## src/hdl/lkl_pkg.sv

```systemverilog
// Shared constants, codes and types of the LRU key list.
// No dependencies; used by the interfaces, the cell, the top level and the checker.
package lkl_pkg;

    localparam int ENTRIES  = 16;
    localparam int KEY_BITS = 32;

    // port field widths
    localparam int OP_W   = 2;
    localparam int KEY_W  = 32;
    localparam int ST_W   = 3;
    localparam int FPOS_W = 4;
    localparam int TOT_W  = 5;
    localparam int CAP_W  = 5;

    localparam int CNT_W = $clog2(ENTRIES + 1);
    localparam int CMP_W = (CAP_W > CNT_W) ? CAP_W : CNT_W;

    localparam logic [CAP_W-1:0] CAP_RESET = CAP_W'(16);

    localparam logic [OP_W-1:0] OP_ADD    = 2'd0;
    localparam logic [OP_W-1:0] OP_TOUCH  = 2'd1;
    localparam logic [OP_W-1:0] OP_REMOVE = 2'd2;

    localparam logic [ST_W-1:0] ST_INSERTED  = 3'd0;
    localparam logic [ST_W-1:0] ST_EVICTED   = 3'd1;
    localparam logic [ST_W-1:0] ST_MOVED     = 3'd2;
    localparam logic [ST_W-1:0] ST_REMOVED   = 3'd3;
    localparam logic [ST_W-1:0] ST_NOT_FOUND = 3'd4;

    typedef enum logic {
        S_IDLE,
        S_EXEC
    } t_state;

    typedef struct packed {
        logic cmp;     // compare cycle: latch the match flag
        logic key_nz;  // incoming key is not zero
        logic upd;     // shift cycle: rewrite the row
        logic front;   // hit on add or touch: move to front
        logic insert;  // miss on add: insert at the front
        logic grow;    // insert without eviction
        logic remove;  // hit on remove: close the gap
    } t_cell_ctrl;

endpackage

```

## src/hdl/lkl_item_if.sv

```systemverilog
// Input channel of the LRU key list: valid/ready handshake with op and key.
// Depends on lkl_pkg for the field widths.
interface lkl_item_if;
    logic                       valid;
    logic                       ready;
    logic [lkl_pkg::OP_W-1:0]   op;
    logic [lkl_pkg::KEY_W-1:0]  key;

    modport source (output valid, op, key, input ready);
    modport sink   (input valid, op, key, output ready);
endinterface

```

## src/hdl/lkl_result_if.sv

```systemverilog
// Result channel of the LRU key list: valid/ready handshake with the result fields.
// Depends on lkl_pkg for the field widths.
interface lkl_result_if;
    logic                        valid;
    logic                        ready;
    logic [lkl_pkg::ST_W-1:0]    status;
    logic [lkl_pkg::KEY_W-1:0]   evicted_key;
    logic [lkl_pkg::FPOS_W-1:0]  found_position;
    logic [lkl_pkg::TOT_W-1:0]   entry_total;

    modport source (output valid, status, evicted_key, found_position, entry_total,
                    input ready);
    modport sink   (input valid, status, evicted_key, found_position, entry_total,
                    output ready);
endinterface

```

## src/hdl/lkl_cell.sv

```systemverilog
// One position of the recency row: holds a key, compares it, shifts with its neighbours.
// Depends on lkl_pkg for the key width and the control struct.
module lkl_cell (
    input  logic                           i_clk,
    input  lkl_pkg::t_cell_ctrl            i_ctrl,
    input  logic [lkl_pkg::KEY_BITS-1:0]   i_cmp_key,
    input  logic [lkl_pkg::KEY_BITS-1:0]   i_left_key,
    input  logic [lkl_pkg::KEY_BITS-1:0]   i_right_key,
    input  logic                           i_live,
    input  logic                           i_live_left,
    input  logic                           i_live_right,
    input  logic                           i_seen,
    input  logic [lkl_pkg::KEY_BITS-1:0]   i_pick,
    output logic                           o_seen,
    output logic [lkl_pkg::KEY_BITS-1:0]   o_pick,
    output logic [lkl_pkg::KEY_BITS-1:0]   o_key
);

    logic [lkl_pkg::KEY_BITS-1:0] r_key;
    logic [lkl_pkg::KEY_BITS-1:0] n_key;
    logic                         r_match;
    logic                         n_match;

    assign o_seen = i_seen | r_match;
    assign o_key  = r_key;
    // the last live cell offers its key for eviction
    assign o_pick = i_pick | ((i_live && !i_live_right) ? r_key : '0);

    always_comb begin
        n_match = r_match;
        if (i_ctrl.cmp) begin
            n_match = i_live && i_ctrl.key_nz && (r_key == i_cmp_key);
        end
    end

    always_comb begin
        n_key = r_key;
        if (i_ctrl.upd) begin
            if (i_ctrl.front && !i_seen) begin
                n_key = i_left_key;
            end else if (i_ctrl.insert && (i_ctrl.grow ? i_live_left : i_live)) begin
                n_key = i_left_key;
            end else if (i_ctrl.remove && o_seen) begin
                n_key = i_right_key;
            end
        end
    end

    always_ff @(posedge i_clk) begin
        r_key   <= n_key;
        r_match <= n_match;
    end

endmodule

```

## src/hdl/lru_key_list_core.sv

```systemverilog
// Top level of the LRU key list: the row of lkl_cell instances, the count and the result register.
// Depends on lkl_pkg, lkl_item_if, lkl_result_if and lkl_cell.
//
// Keeps up to ENTRIES keys ordered from most to least recently used. At the transfer of an
// item every cell compares its key with the incoming one and latches a match flag; then,
// once the output register is free, the row shifts one place (towards the back for
// move-to-front and insert, towards the front for remove) and the result is loaded into
// the output register. No new item is taken until that shift is done; the shift waits
// while the previous result has not been taken. A capacity write is registered and
// applies to every later shift; 0 acts as 1 and values above ENTRIES act as ENTRIES.
module lru_key_list_core (
    input  logic                        i_clk,
    input  logic                        i_rst_n,
    input  logic                        i_cfg_we,
    input  logic [lkl_pkg::CAP_W-1:0]   i_cfg_data,
    lkl_item_if.sink                    i_item,
    lkl_result_if.source                o_result
);

    localparam int N = lkl_pkg::ENTRIES;
    localparam int KB = lkl_pkg::KEY_BITS;

    lkl_pkg::t_state r_state;
    lkl_pkg::t_state n_state;

    logic [lkl_pkg::CAP_W-1:0]  r_cap;
    logic [lkl_pkg::CNT_W-1:0]  r_count;
    logic [lkl_pkg::CNT_W-1:0]  n_count;
    logic [lkl_pkg::OP_W-1:0]   r_op;
    logic [KB-1:0]              r_key;

    logic                          r_out_valid;
    logic [lkl_pkg::ST_W-1:0]      r_status;
    logic [lkl_pkg::KEY_W-1:0]     r_evicted;
    logic [lkl_pkg::FPOS_W-1:0]    r_fpos;
    logic [lkl_pkg::TOT_W-1:0]     r_total;
    logic [lkl_pkg::ST_W-1:0]      n_status;
    logic [lkl_pkg::KEY_W-1:0]     n_evicted;
    logic [lkl_pkg::FPOS_W-1:0]    n_fpos;

    logic w_accept;
    logic w_out_free;
    logic w_upd;
    logic w_hit;
    logic w_full;
    logic [lkl_pkg::CMP_W-1:0] w_cap_ext;
    logic [lkl_pkg::CMP_W-1:0] w_eff_cap;
    logic [KB-1:0] w_in_key;
    logic [lkl_pkg::FPOS_W-1:0] w_pos;

    logic [N-1:0]  w_live;
    logic [N:0]    w_seen;
    logic [KB-1:0] w_pick [N+1];
    logic [KB-1:0] w_cell_key [N];
    lkl_pkg::t_cell_ctrl w_ctrl;

    assign w_in_key   = KB'(i_item.key);
    assign w_accept   = i_item.valid && i_item.ready;
    assign w_out_free = !r_out_valid || o_result.ready;

    // next state
    always_comb begin
        n_state = r_state;
        case (r_state)
            lkl_pkg::S_IDLE: begin
                if (w_accept) n_state = lkl_pkg::S_EXEC;
            end
            lkl_pkg::S_EXEC: begin
                if (w_out_free) n_state = lkl_pkg::S_IDLE;
            end
            default: n_state = lkl_pkg::S_IDLE;
        endcase
    end

    // state outputs
    always_comb begin
        i_item.ready = 1'b0;
        w_upd        = 1'b0;
        case (r_state)
            lkl_pkg::S_IDLE: i_item.ready = 1'b1;
            lkl_pkg::S_EXEC: w_upd = w_out_free;
            default: begin
                i_item.ready = 1'b0;
                w_upd        = 1'b0;
            end
        endcase
    end

    // effective capacity and fullness
    assign w_cap_ext = lkl_pkg::CMP_W'(r_cap);
    always_comb begin
        if (w_cap_ext == '0) begin
            w_eff_cap = lkl_pkg::CMP_W'(1);
        end else if (w_cap_ext > lkl_pkg::CMP_W'(N)) begin
            w_eff_cap = lkl_pkg::CMP_W'(N);
        end else begin
            w_eff_cap = w_cap_ext;
        end
    end
    assign w_full = lkl_pkg::CMP_W'(r_count) >= w_eff_cap;

    assign w_hit = w_seen[N];

    always_comb begin
        w_ctrl        = '0;
        w_ctrl.cmp    = w_accept;
        w_ctrl.key_nz = (w_in_key != '0);
        w_ctrl.upd    = w_upd;
        w_ctrl.front  = ((r_op == lkl_pkg::OP_ADD) || (r_op == lkl_pkg::OP_TOUCH)) && w_hit;
        w_ctrl.insert = (r_op == lkl_pkg::OP_ADD) && !w_hit;
        w_ctrl.grow   = !w_full;
        w_ctrl.remove = (r_op == lkl_pkg::OP_REMOVE) && w_hit;
    end

    assign w_seen[0] = 1'b0;
    assign w_pick[0] = '0;

    for (genvar g = 0; g < N; g++) begin : g_cell
        logic [KB-1:0] w_left;
        logic [KB-1:0] w_right;
        logic          w_live_left;
        logic          w_live_right;

        assign w_live[g] = lkl_pkg::CNT_W'(g) < r_count;

        if (g == 0) begin : g_first
            // the incoming key enters from the left of the front cell
            assign w_left      = r_key;
            assign w_live_left = 1'b1;
        end else begin : g_inner_l
            assign w_left      = w_cell_key[g-1];
            assign w_live_left = w_live[g-1];
        end

        if (g == N - 1) begin : g_last
            assign w_right      = '0;
            assign w_live_right = 1'b0;
        end else begin : g_inner_r
            assign w_right      = w_cell_key[g+1];
            assign w_live_right = w_live[g+1];
        end

        lkl_cell u_cell (
            .i_clk        (i_clk),
            .i_ctrl       (w_ctrl),
            .i_cmp_key    (w_in_key),
            .i_left_key   (w_left),
            .i_right_key  (w_right),
            .i_live       (w_live[g]),
            .i_live_left  (w_live_left),
            .i_live_right (w_live_right),
            .i_seen       (w_seen[g]),
            .i_pick       (w_pick[g]),
            .o_seen       (w_seen[g+1]),
            .o_pick       (w_pick[g+1]),
            .o_key        (w_cell_key[g])
        );
    end

    // encode the first matching position
    always_comb begin
        w_pos = '0;
        for (int i = 0; i < N; i++) begin
            if (w_seen[i+1] && !w_seen[i]) w_pos = w_pos | lkl_pkg::FPOS_W'(i);
        end
    end

    always_comb begin
        case (r_op)
            lkl_pkg::OP_ADD: begin
                if (w_hit) n_status = lkl_pkg::ST_MOVED;
                else if (w_full) n_status = lkl_pkg::ST_EVICTED;
                else n_status = lkl_pkg::ST_INSERTED;
            end
            lkl_pkg::OP_TOUCH:  n_status = w_hit ? lkl_pkg::ST_MOVED : lkl_pkg::ST_NOT_FOUND;
            lkl_pkg::OP_REMOVE: n_status = w_hit ? lkl_pkg::ST_REMOVED : lkl_pkg::ST_NOT_FOUND;
            default:            n_status = lkl_pkg::ST_NOT_FOUND;
        endcase
    end

    always_comb begin
        n_evicted = '0;
        n_fpos    = '0;
        n_count   = r_count;
        if (w_ctrl.front) begin
            n_fpos = w_pos;
        end else if (w_ctrl.insert) begin
            if (w_full) n_evicted = lkl_pkg::KEY_W'(w_pick[N]);
            else n_count = r_count + lkl_pkg::CNT_W'(1);
        end else if (w_ctrl.remove) begin
            n_fpos    = w_pos;
            n_evicted = lkl_pkg::KEY_W'(r_key);
            n_count   = r_count - lkl_pkg::CNT_W'(1);
        end
    end

    always_ff @(posedge i_clk) begin
        if (!i_rst_n) begin
            r_state     <= lkl_pkg::S_IDLE;
            r_cap       <= lkl_pkg::CAP_RESET;
            r_count     <= '0;
            r_out_valid <= 1'b0;
        end else begin
            r_state <= n_state;
            if (i_cfg_we) r_cap <= i_cfg_data;
            if (w_upd) begin
                r_count     <= n_count;
                r_out_valid <= 1'b1;
            end else if (o_result.ready) begin
                r_out_valid <= 1'b0;
            end
        end
    end

    // payload: hold the item during the shift cycle, load the result at its end
    always_ff @(posedge i_clk) begin
        if (w_accept) begin
            r_op  <= i_item.op;
            r_key <= w_in_key;
        end
        if (w_upd) begin
            r_status  <= n_status;
            r_evicted <= n_evicted;
            r_fpos    <= n_fpos;
            r_total   <= lkl_pkg::TOT_W'(n_count);
        end
    end

    assign o_result.valid          = r_out_valid;
    assign o_result.status         = r_status;
    assign o_result.evicted_key    = r_evicted;
    assign o_result.found_position = r_fpos;
    assign o_result.entry_total    = r_total;

endmodule

```

## src/flat_wrapper.sv

```systemverilog
// flat-port wrapper written by rule: the top's interface ports become plain ports
module lru_key_list_core_flat 
  (i_clk, i_rst_n, i_cfg_we, i_cfg_data, i_item_valid, i_item_op, i_item_key, i_item_ready, o_result_valid, o_result_status, o_result_evicted_key, o_result_found_position, o_result_entry_total, o_result_ready);
  lkl_item_if i_item_i ();
  lkl_result_if o_result_i ();
  input  logic i_clk;
  input  logic i_rst_n;
  input  logic i_cfg_we;
  input  logic [lkl_pkg::CAP_W-1:0] i_cfg_data;
  input wire logic [$bits(i_item_i.valid)-1:0] i_item_valid;
  input wire logic [$bits(i_item_i.op)-1:0] i_item_op;
  input wire logic [$bits(i_item_i.key)-1:0] i_item_key;
  output wire logic [$bits(i_item_i.ready)-1:0] i_item_ready;
  output wire logic [$bits(o_result_i.valid)-1:0] o_result_valid;
  output wire logic [$bits(o_result_i.status)-1:0] o_result_status;
  output wire logic [$bits(o_result_i.evicted_key)-1:0] o_result_evicted_key;
  output wire logic [$bits(o_result_i.found_position)-1:0] o_result_found_position;
  output wire logic [$bits(o_result_i.entry_total)-1:0] o_result_entry_total;
  input wire logic [$bits(o_result_i.ready)-1:0] o_result_ready;
  assign i_item_i.valid = i_item_valid;
  assign i_item_i.op = i_item_op;
  assign i_item_i.key = i_item_key;
  assign i_item_ready = i_item_i.ready;
  assign o_result_valid = o_result_i.valid;
  assign o_result_status = o_result_i.status;
  assign o_result_evicted_key = o_result_i.evicted_key;
  assign o_result_found_position = o_result_i.found_position;
  assign o_result_entry_total = o_result_i.entry_total;
  assign o_result_i.ready = o_result_ready;
  lru_key_list_core u_core (.i_clk(i_clk), .i_rst_n(i_rst_n), .i_cfg_we(i_cfg_we), .i_cfg_data(i_cfg_data), .i_item(i_item_i), .o_result(o_result_i));
endmodule
```

## config.mk

```make
export PLATFORM = sky130hd
export DESIGN_NAME = lru_key_list_core_flat
export DESIGN_NICKNAME = d
export VERILOG_FILES = /design/src/hdl/lkl_pkg.sv /design/src/hdl/lkl_item_if.sv /design/src/hdl/lkl_result_if.sv /design/src/hdl/lkl_cell.sv /design/src/hdl/lru_key_list_core.sv /design/src/flat_wrapper.sv
export SDC_FILE = /design/constraint.sdc
export NUM_CORES = 1
export LEC_CHECK = 0
export ABC_AREA = 0
export BUFFER_PORTS_ARGS = -buffer_cell sky130_fd_sc_hd__buf_4
export CORE_MARGIN = 8
export CORE_UTILIZATION = 48
export DETAILED_ROUTE_END_ITERATION = 7
export PLACE_DENSITY = 0.69
export SLEW_MARGIN = 30
export SYNTH_ARGS = -nofsm -noshare
export SYNTH_HDL_FRONTEND = slang
export SYNTH_SLANG_ARGS = --single-unit
```

## constraint.sdc

```tcl
create_clock -name i_clk -period 6.01 [get_ports i_clk]
set_input_delay 1.5025 -clock i_clk [delete_from_list [all_inputs] [get_ports i_clk]]
set_output_delay 1.5025 -clock i_clk [all_outputs]
set_load 0.01 [all_outputs]
```

Word-level counts from Yosys, hierarchy flattened --
Cells that the tools add are included.
Storage, ports and cells: logic and storage cells 413, bits in registers 618, bits of input ports 44
Cells by class: equal/unequal tests 18, $add $sub $neg 2, order comparisons 18, multiplexer cells 119, bitwise logic cells 31, reductions and logical operators 183
Operators by type and width (number):
- 2-to-1 mux 32 bit | 67
- equality test 32 bit | 16
- OR 32 bit | 15
- logical AND 1 bit | 113
- nonzero test 3 bit | 16
- 2-to-1 mux 4 bit | 11
- less-than comparator 4 x 5 -> 1 bit, first input constant | 8
- logical NOT 1 bit | 32
- AND reduction 2 bit | 16
- nonzero test 32 bit | 1
- 2-to-1 mux 5 bit | 6
- 2-to-1 mux 1 bit | 24
- 2-to-1 mux 3 bit | 7
- less-than comparator 3 x 5 -> 1 bit, first input constant | 4
- OR 1 bit | 15
- less-than comparator 1 x 5 -> 1 bit, first input constant | 2
- less-than comparator 2 x 5 -> 1 bit, first input constant | 2
- one-hot mux 3 bit (3 select lines) | 1
- adder 5 x 1 -> 5 bit, second input constant | 1
- greater-or-equal comparator 5 bit | 1
- greater-than comparator 5 bit, second input constant | 1
- logical NOT 5 bit | 1
- subtractor 5 x 1 -> 5 bit, second input constant | 1
- 2-to-1 mux 2 bit | 2
- other kinds (7) | 8

Depth between registers and ports, before layout --
word-level depth 21, depth in mapped cells 12

Modules after synthesis --
A second synthesis with hierarchy kept.
Second synthesis, totals: cell total of the unflattened synthesis 2784, area, all modules 36566.3 um^2
Modules (own cells, without submodules):
- lkl_cell | instances 16, area an instance 2038.2 um^2, cells each 155
- lru_key_list_core | instances 1, area an instance 3955.0 um^2, cells each 304

Worst setup path after synthesis --
OpenSTA, ideal clock, no wires.
path type register -> register, from reg u_core.g_cell[1].u_cell.r_match, to reg u_core.g_cell[13].u_cell.r_key (netlist bit u_core.g_cell[13].u_cell.o_key[0]), enable pin, cell stages (with the launch flop) 8, period minus slack after synthesis 4.439 ns, slack 1.571 ns, buffers on the path 2, arrival time 4.007 ns, data required time 5.578 ns, setup time 0.432 ns, cell sequence edfxtp_1 > or4_4 > or4_1 > a211o_1 > o311a_1 > buf_2 > buf_6 > a21oi_1
On the way: longest elaborated chain between the ends 20, elaborated cells between the ends (all ways) 25, classes of those cells bitwise (15); reduce/logical (10)
RTL lines:
- from (decl) | line lkl_cell.sv:21 | logic r_match;
- from (signal assigned) | line lkl_cell.sv:51 | r_match <= n_match;
- OR 1 bit (*) (12 in series) | line lkl_cell.sv:24 | assign o_seen = i_seen | r_match;
- OR 1 bit (3 in series) | line lkl_cell.sv:24
- logical NOT 1 bit | line lru_key_list_core.sv:110 | w_ctrl.insert = (r_op == lkl_pkg::OP_ADD) && !w_hit;
- logical AND 1 bit | line lru_key_list_core.sv:110
- logical AND 1 bit | line lkl_cell.sv:41 | end else if (i_ctrl.insert && (i_ctrl.grow ? i_live_left : i_live)) begin
- nonzero test 3 bit (no line) (*)
- AND reduction 2 bit (no line) (*)
- to (signal assigned) | line lkl_cell.sv:50 | r_key <= n_key;
- to (decl) | line lkl_cell.sv:19 | logic [lkl_pkg::KEY_BITS-1:0] r_key;
Mark *: on every way between the ends. The rest lies on a longest branch, timed or not. A chain may end at the register's enable or synchronous reset.

Worst setup path after layout --
from reg u_core.g_cell[0].u_cell.r_match, to reg u_core.g_cell[6].u_cell.r_key (netlist bit u_core.g_cell[6].u_cell.o_key[19]), enable pin
On the way: longest elaborated chain between the ends 20, elaborated cells between the ends (all ways) 25, classes of those cells bitwise (15); reduce/logical (10)
RTL lines (line):
- from (decl) | lkl_cell.sv:21
- from (signal assigned) | lkl_cell.sv:51
- OR 1 bit (*) (5 in series) | lkl_cell.sv:24
- OR 1 bit (10 in series) | lkl_cell.sv:24
- logical NOT 1 bit | lru_key_list_core.sv:110
- logical AND 1 bit | lru_key_list_core.sv:110
- logical AND 1 bit | lkl_cell.sv:41
- nonzero test 3 bit (no line) (*)
- AND reduction 2 bit (no line) (*)
- to (signal assigned) | lkl_cell.sv:50
- to (decl) | lkl_cell.sv:19
Marks and branches as above.

==> summary.txt <==
Period minus WS final: 4.476 ns
Row Count: 99
final setup fails: 0
Final Cycle Share: 0.7447
initial antenna violation count: 3
Worst setup EP type: flop
prevailing post-synth register cell: edfxtp_1
largest net degree at the start of global routing: 51
final WL: 161.8 mm
Root Buffer: clkbuf_16
layout net count: 2837
total number of vias: 27780
Area growth syn-to-layout: 12.95%
worst endpoint data arrival time: 4.77 ns
H-tree depth: 3
syn avg cell area: 12.76 sq um
Post-Synthesis Net Count: 2804
sequential share of the synthesized area: 0.5249
kind of critical path: flop to flop
TritonCTS buffer count: 73
first-pass GRT wire length: 219.3 mm
CTS resizes: 0
vias in the first global route: 25970
startpoint type of the worst setup path: flop
DP HPWL: 119.6 mm
most frequent cells in the layout: 606 x edfxtp_1, 446 x mux2_2, 414 x xor2_1
TritonCTS clock tree: done
Worst Setup SP: u_core.g_cell[0].u_cell.r_match$_DFFE_PP_
ys async rst share: 0
fin area: 39670 sq um
global route total overflow: 0
most common cell after layout, fill and taps aside: edfxtp_1
Seq cells post-synth: 618
max-cap viol count: 0
Max Slew Vio Count: 0
synth warn: 0
average wire per standard cell: 42.51 um
filler cell count: 6097
Port Buffers: 89
reg-to-reg startpoint: u_core.g_cell[0].u_cell.r_match$_DFFE_PP_
detailed router's first-iteration violation count: 5636
total core area: 72710 sq um
Worst Path Required: 6.31 ns
placed inst area: 37180 sq um
worst hold start: u_core.r_cap[0]$_SDFFE_PN0P_
DIE AREA: 82090 sq um
Mapped Cells: 2752
Clock Path Buffers: 3
CP max FO: 33
Hold Crit Class: flop to flop
Starting Density: 0.4831
cell area after synthesis: 35130 sq um
status: complete, but fails checks
die extent in x: 286.5 um
Ports: 90
fmax: 223.4 MHz
DRC violation count after routing: 5
Post-synth EDFFs: 606
worst-skew pair later-pin latency: 0.64 ns
RSZ-0062 raised after global routing: no
maximum vdd ir drop: 0.0002345 V
Least-Margin Pin Slew: 1.093 ns
area of the multi-input gates: 16170 sq um
DRT Pass-1 Iters: 8
share of cells above drive strength 1: 0.2718
DR vias/cell: 7.298
Register Area: 18440 sq um
GPL Wtd Cong: 1.092
clk_skew: 0.03400 ns
failing checks: design-rule violations
Hold-fix buffers, CTS: 0
Netlist cell types: 71
final hold vios: 0
Worst slew margin: 0.2713
Routed Antenna Nets: 0
PD cells: 274.4 nW/um^2
total track usage: 0.3806
clock sinks: 618
Lkg Pwr: 0.01350 uW
post-CTS setup buffer count: 0
Die Height: 286.5 um
Clk pin slew, worst setup/hold paths: 0.06 ns
Setup TNS Final: 0 ns
## metrics by stage
| stage | std cells | power (uW) | setup slack (ns) | util | hold WS, ns |
|---|---|---|---|---|---|
| finish | 3806 | 10890 | 1.534 | 0.5456 | 0.5072 |
| global route | 3804 | 11060 | 1.467 | 0.5456 | 0.5603 |
| CTS | 3803 | 10820 | 1.698 | 0.5453 | 0.5069 |
| detailed placement | 3669 | 6218 | 1.712 | 0.5113 | 0.4932 |
| global placement | 3658 | 6193 | 1.328 | 0.5080 | 0.4906 |
| floorplan | 2752 | 5666 | 1.571 | - | 0.4611 |
## power by group
group / internal (uW) / switching (uW)
registers: 4890 / 206
clock network: 2750 / 1930
logic: 361 / 752
## metal layers
layer,up-vias,track usage,share of wire
met5,-,0,0
met4,0,0.2330,0.081
met3,579,0.1141,0.13
met2,2508,0.5758,0.43
met1,14070,0.4772,0.36
li1,10620,-,-
## cells by family (layout without fill, tap and decap cells)
| logic type | after synthesis | count (layout) | share of synthesized area |
|---|---|---|---|
| adders and majority gates | 8 | 8 | 0.002850 |
| AOI/OAI and AO/OA | 359 | 359 | 0.07698 |
| xor gates and xnor gates | 516 | 516 | 0.1287 |
| buffers and inverters | 217 | 309 | 0.02508 |
| other | 0 | 3 | 0 |
| and+or+nand+nor | 545 | 545 | 0.08499 |
| DFF | 618 | 618 | 0.5249 |
| muxes | 489 | 489 | 0.1566 |
## Yosys cell counts, types with 6 or more instances
| cell | n | share of area |
|---|---|---|
| a2111oi_0 | 23 | 0.0057 |
| a211oi_1 | 8 | 0.0017 |
| a21oi_1 | 28 | 0.0040 |
| a221oi_1 | 10 | 0.0025 |
| a222oi_1 | 21 | 0.0060 |
| a22o_1 | 16 | 0.0040 |
| a22oi_1 | 156 | 0.033 |
| a2bb2oi_1 | 6 | 0.0015 |
| a31oi_1 | 11 | 0.0020 |
| and2_1 | 42 | 0.0075 |
| and3_1 | 40 | 0.0071 |
| buf_2 | 35 | 0.0050 |
| clkbuf_1 | 162 | 0.017 |
| dfxtp_1 | 12 | 0.0068 |
| edfxtp_1 | 606 | 0.52 |
| ha_1 | 8 | 0.0028 |
| inv_1 | 14 | 0.0015 |
| mux2_1 | 37 | 0.012 |
| mux2_2 | 446 | 0.14 |
| mux2i_1 | 6 | 0.0017 |
| nand2_1 | 130 | 0.014 |
| nand2b_1 | 6 | 0.0011 |
| nand3_1 | 37 | 0.0053 |
| nand4_1 | 74 | 0.013 |
| nor2_1 | 32 | 0.0034 |
| nor3_1 | 20 | 0.0028 |
| nor4_1 | 128 | 0.023 |
| o21a_1 | 6 | 0.0013 |
| o21ai_0 | 33 | 0.0047 |
| or4_1 | 8 | 0.0017 |
| xnor2_1 | 102 | 0.025 |
| xor2_1 | 414 | 0.10 |
## worst max-delay path: stages, from the launching register on
cell      delay [ns]
edfxtp_1        0.48
or4_4           0.62
nor3_4          0.41
nand3_1         0.64
o32a_2          0.95
a21oi_4         0.62
buf_4           0.40
## registers in the layout, summed over array words and instances, names as in the netlist, 4 cells and up
name / count
u_core.r_cap: 5
u_core.o_result.entry_total: 5
u_core.g_cell.u_cell.r_match: 16
u_core.o_result.found_position: 4
u_core.r_count: 5
u_core.g_cell.u_cell.o_key: 512
u_core.g_cell.w_left: 32
u_core.o_result.evicted_key: 32
## path summary, 6_finish.rpt
path | endpoint | slack (ns) | cells after the start
hold / removal | u_core.r_cap[0]$_SDFFE_PN0P_ | 0.51 | 2
setup reg to reg | u_core.g_cell[6].u_cell.o_key[19]$_DFFE_PP_ | 1.53 | 6
hold reg to reg | u_core.r_cap[0]$_SDFFE_PN0P_ | 0.51 | 2
setup / recovery | u_core.g_cell[6].u_cell.o_key[19]$_DFFE_PP_ | 1.53 | 6
## final cells by class
type / instances / share of cell area
Sequential cell: 618 / 0.4648
Clock inverter: 48 / 0.01350
Antenna cell: 3 / 0.0001892
Inverter: 14 / 0.001325
Multi-Input combinational cell: 1917 / 0.4076
Tap cell: 959 / 0.03024
Clock buffer: 86 / 0.04885
Timing Repair Buffer: 161 / 0.03356
No activity file was read; power rests on OpenSTA's default activity.
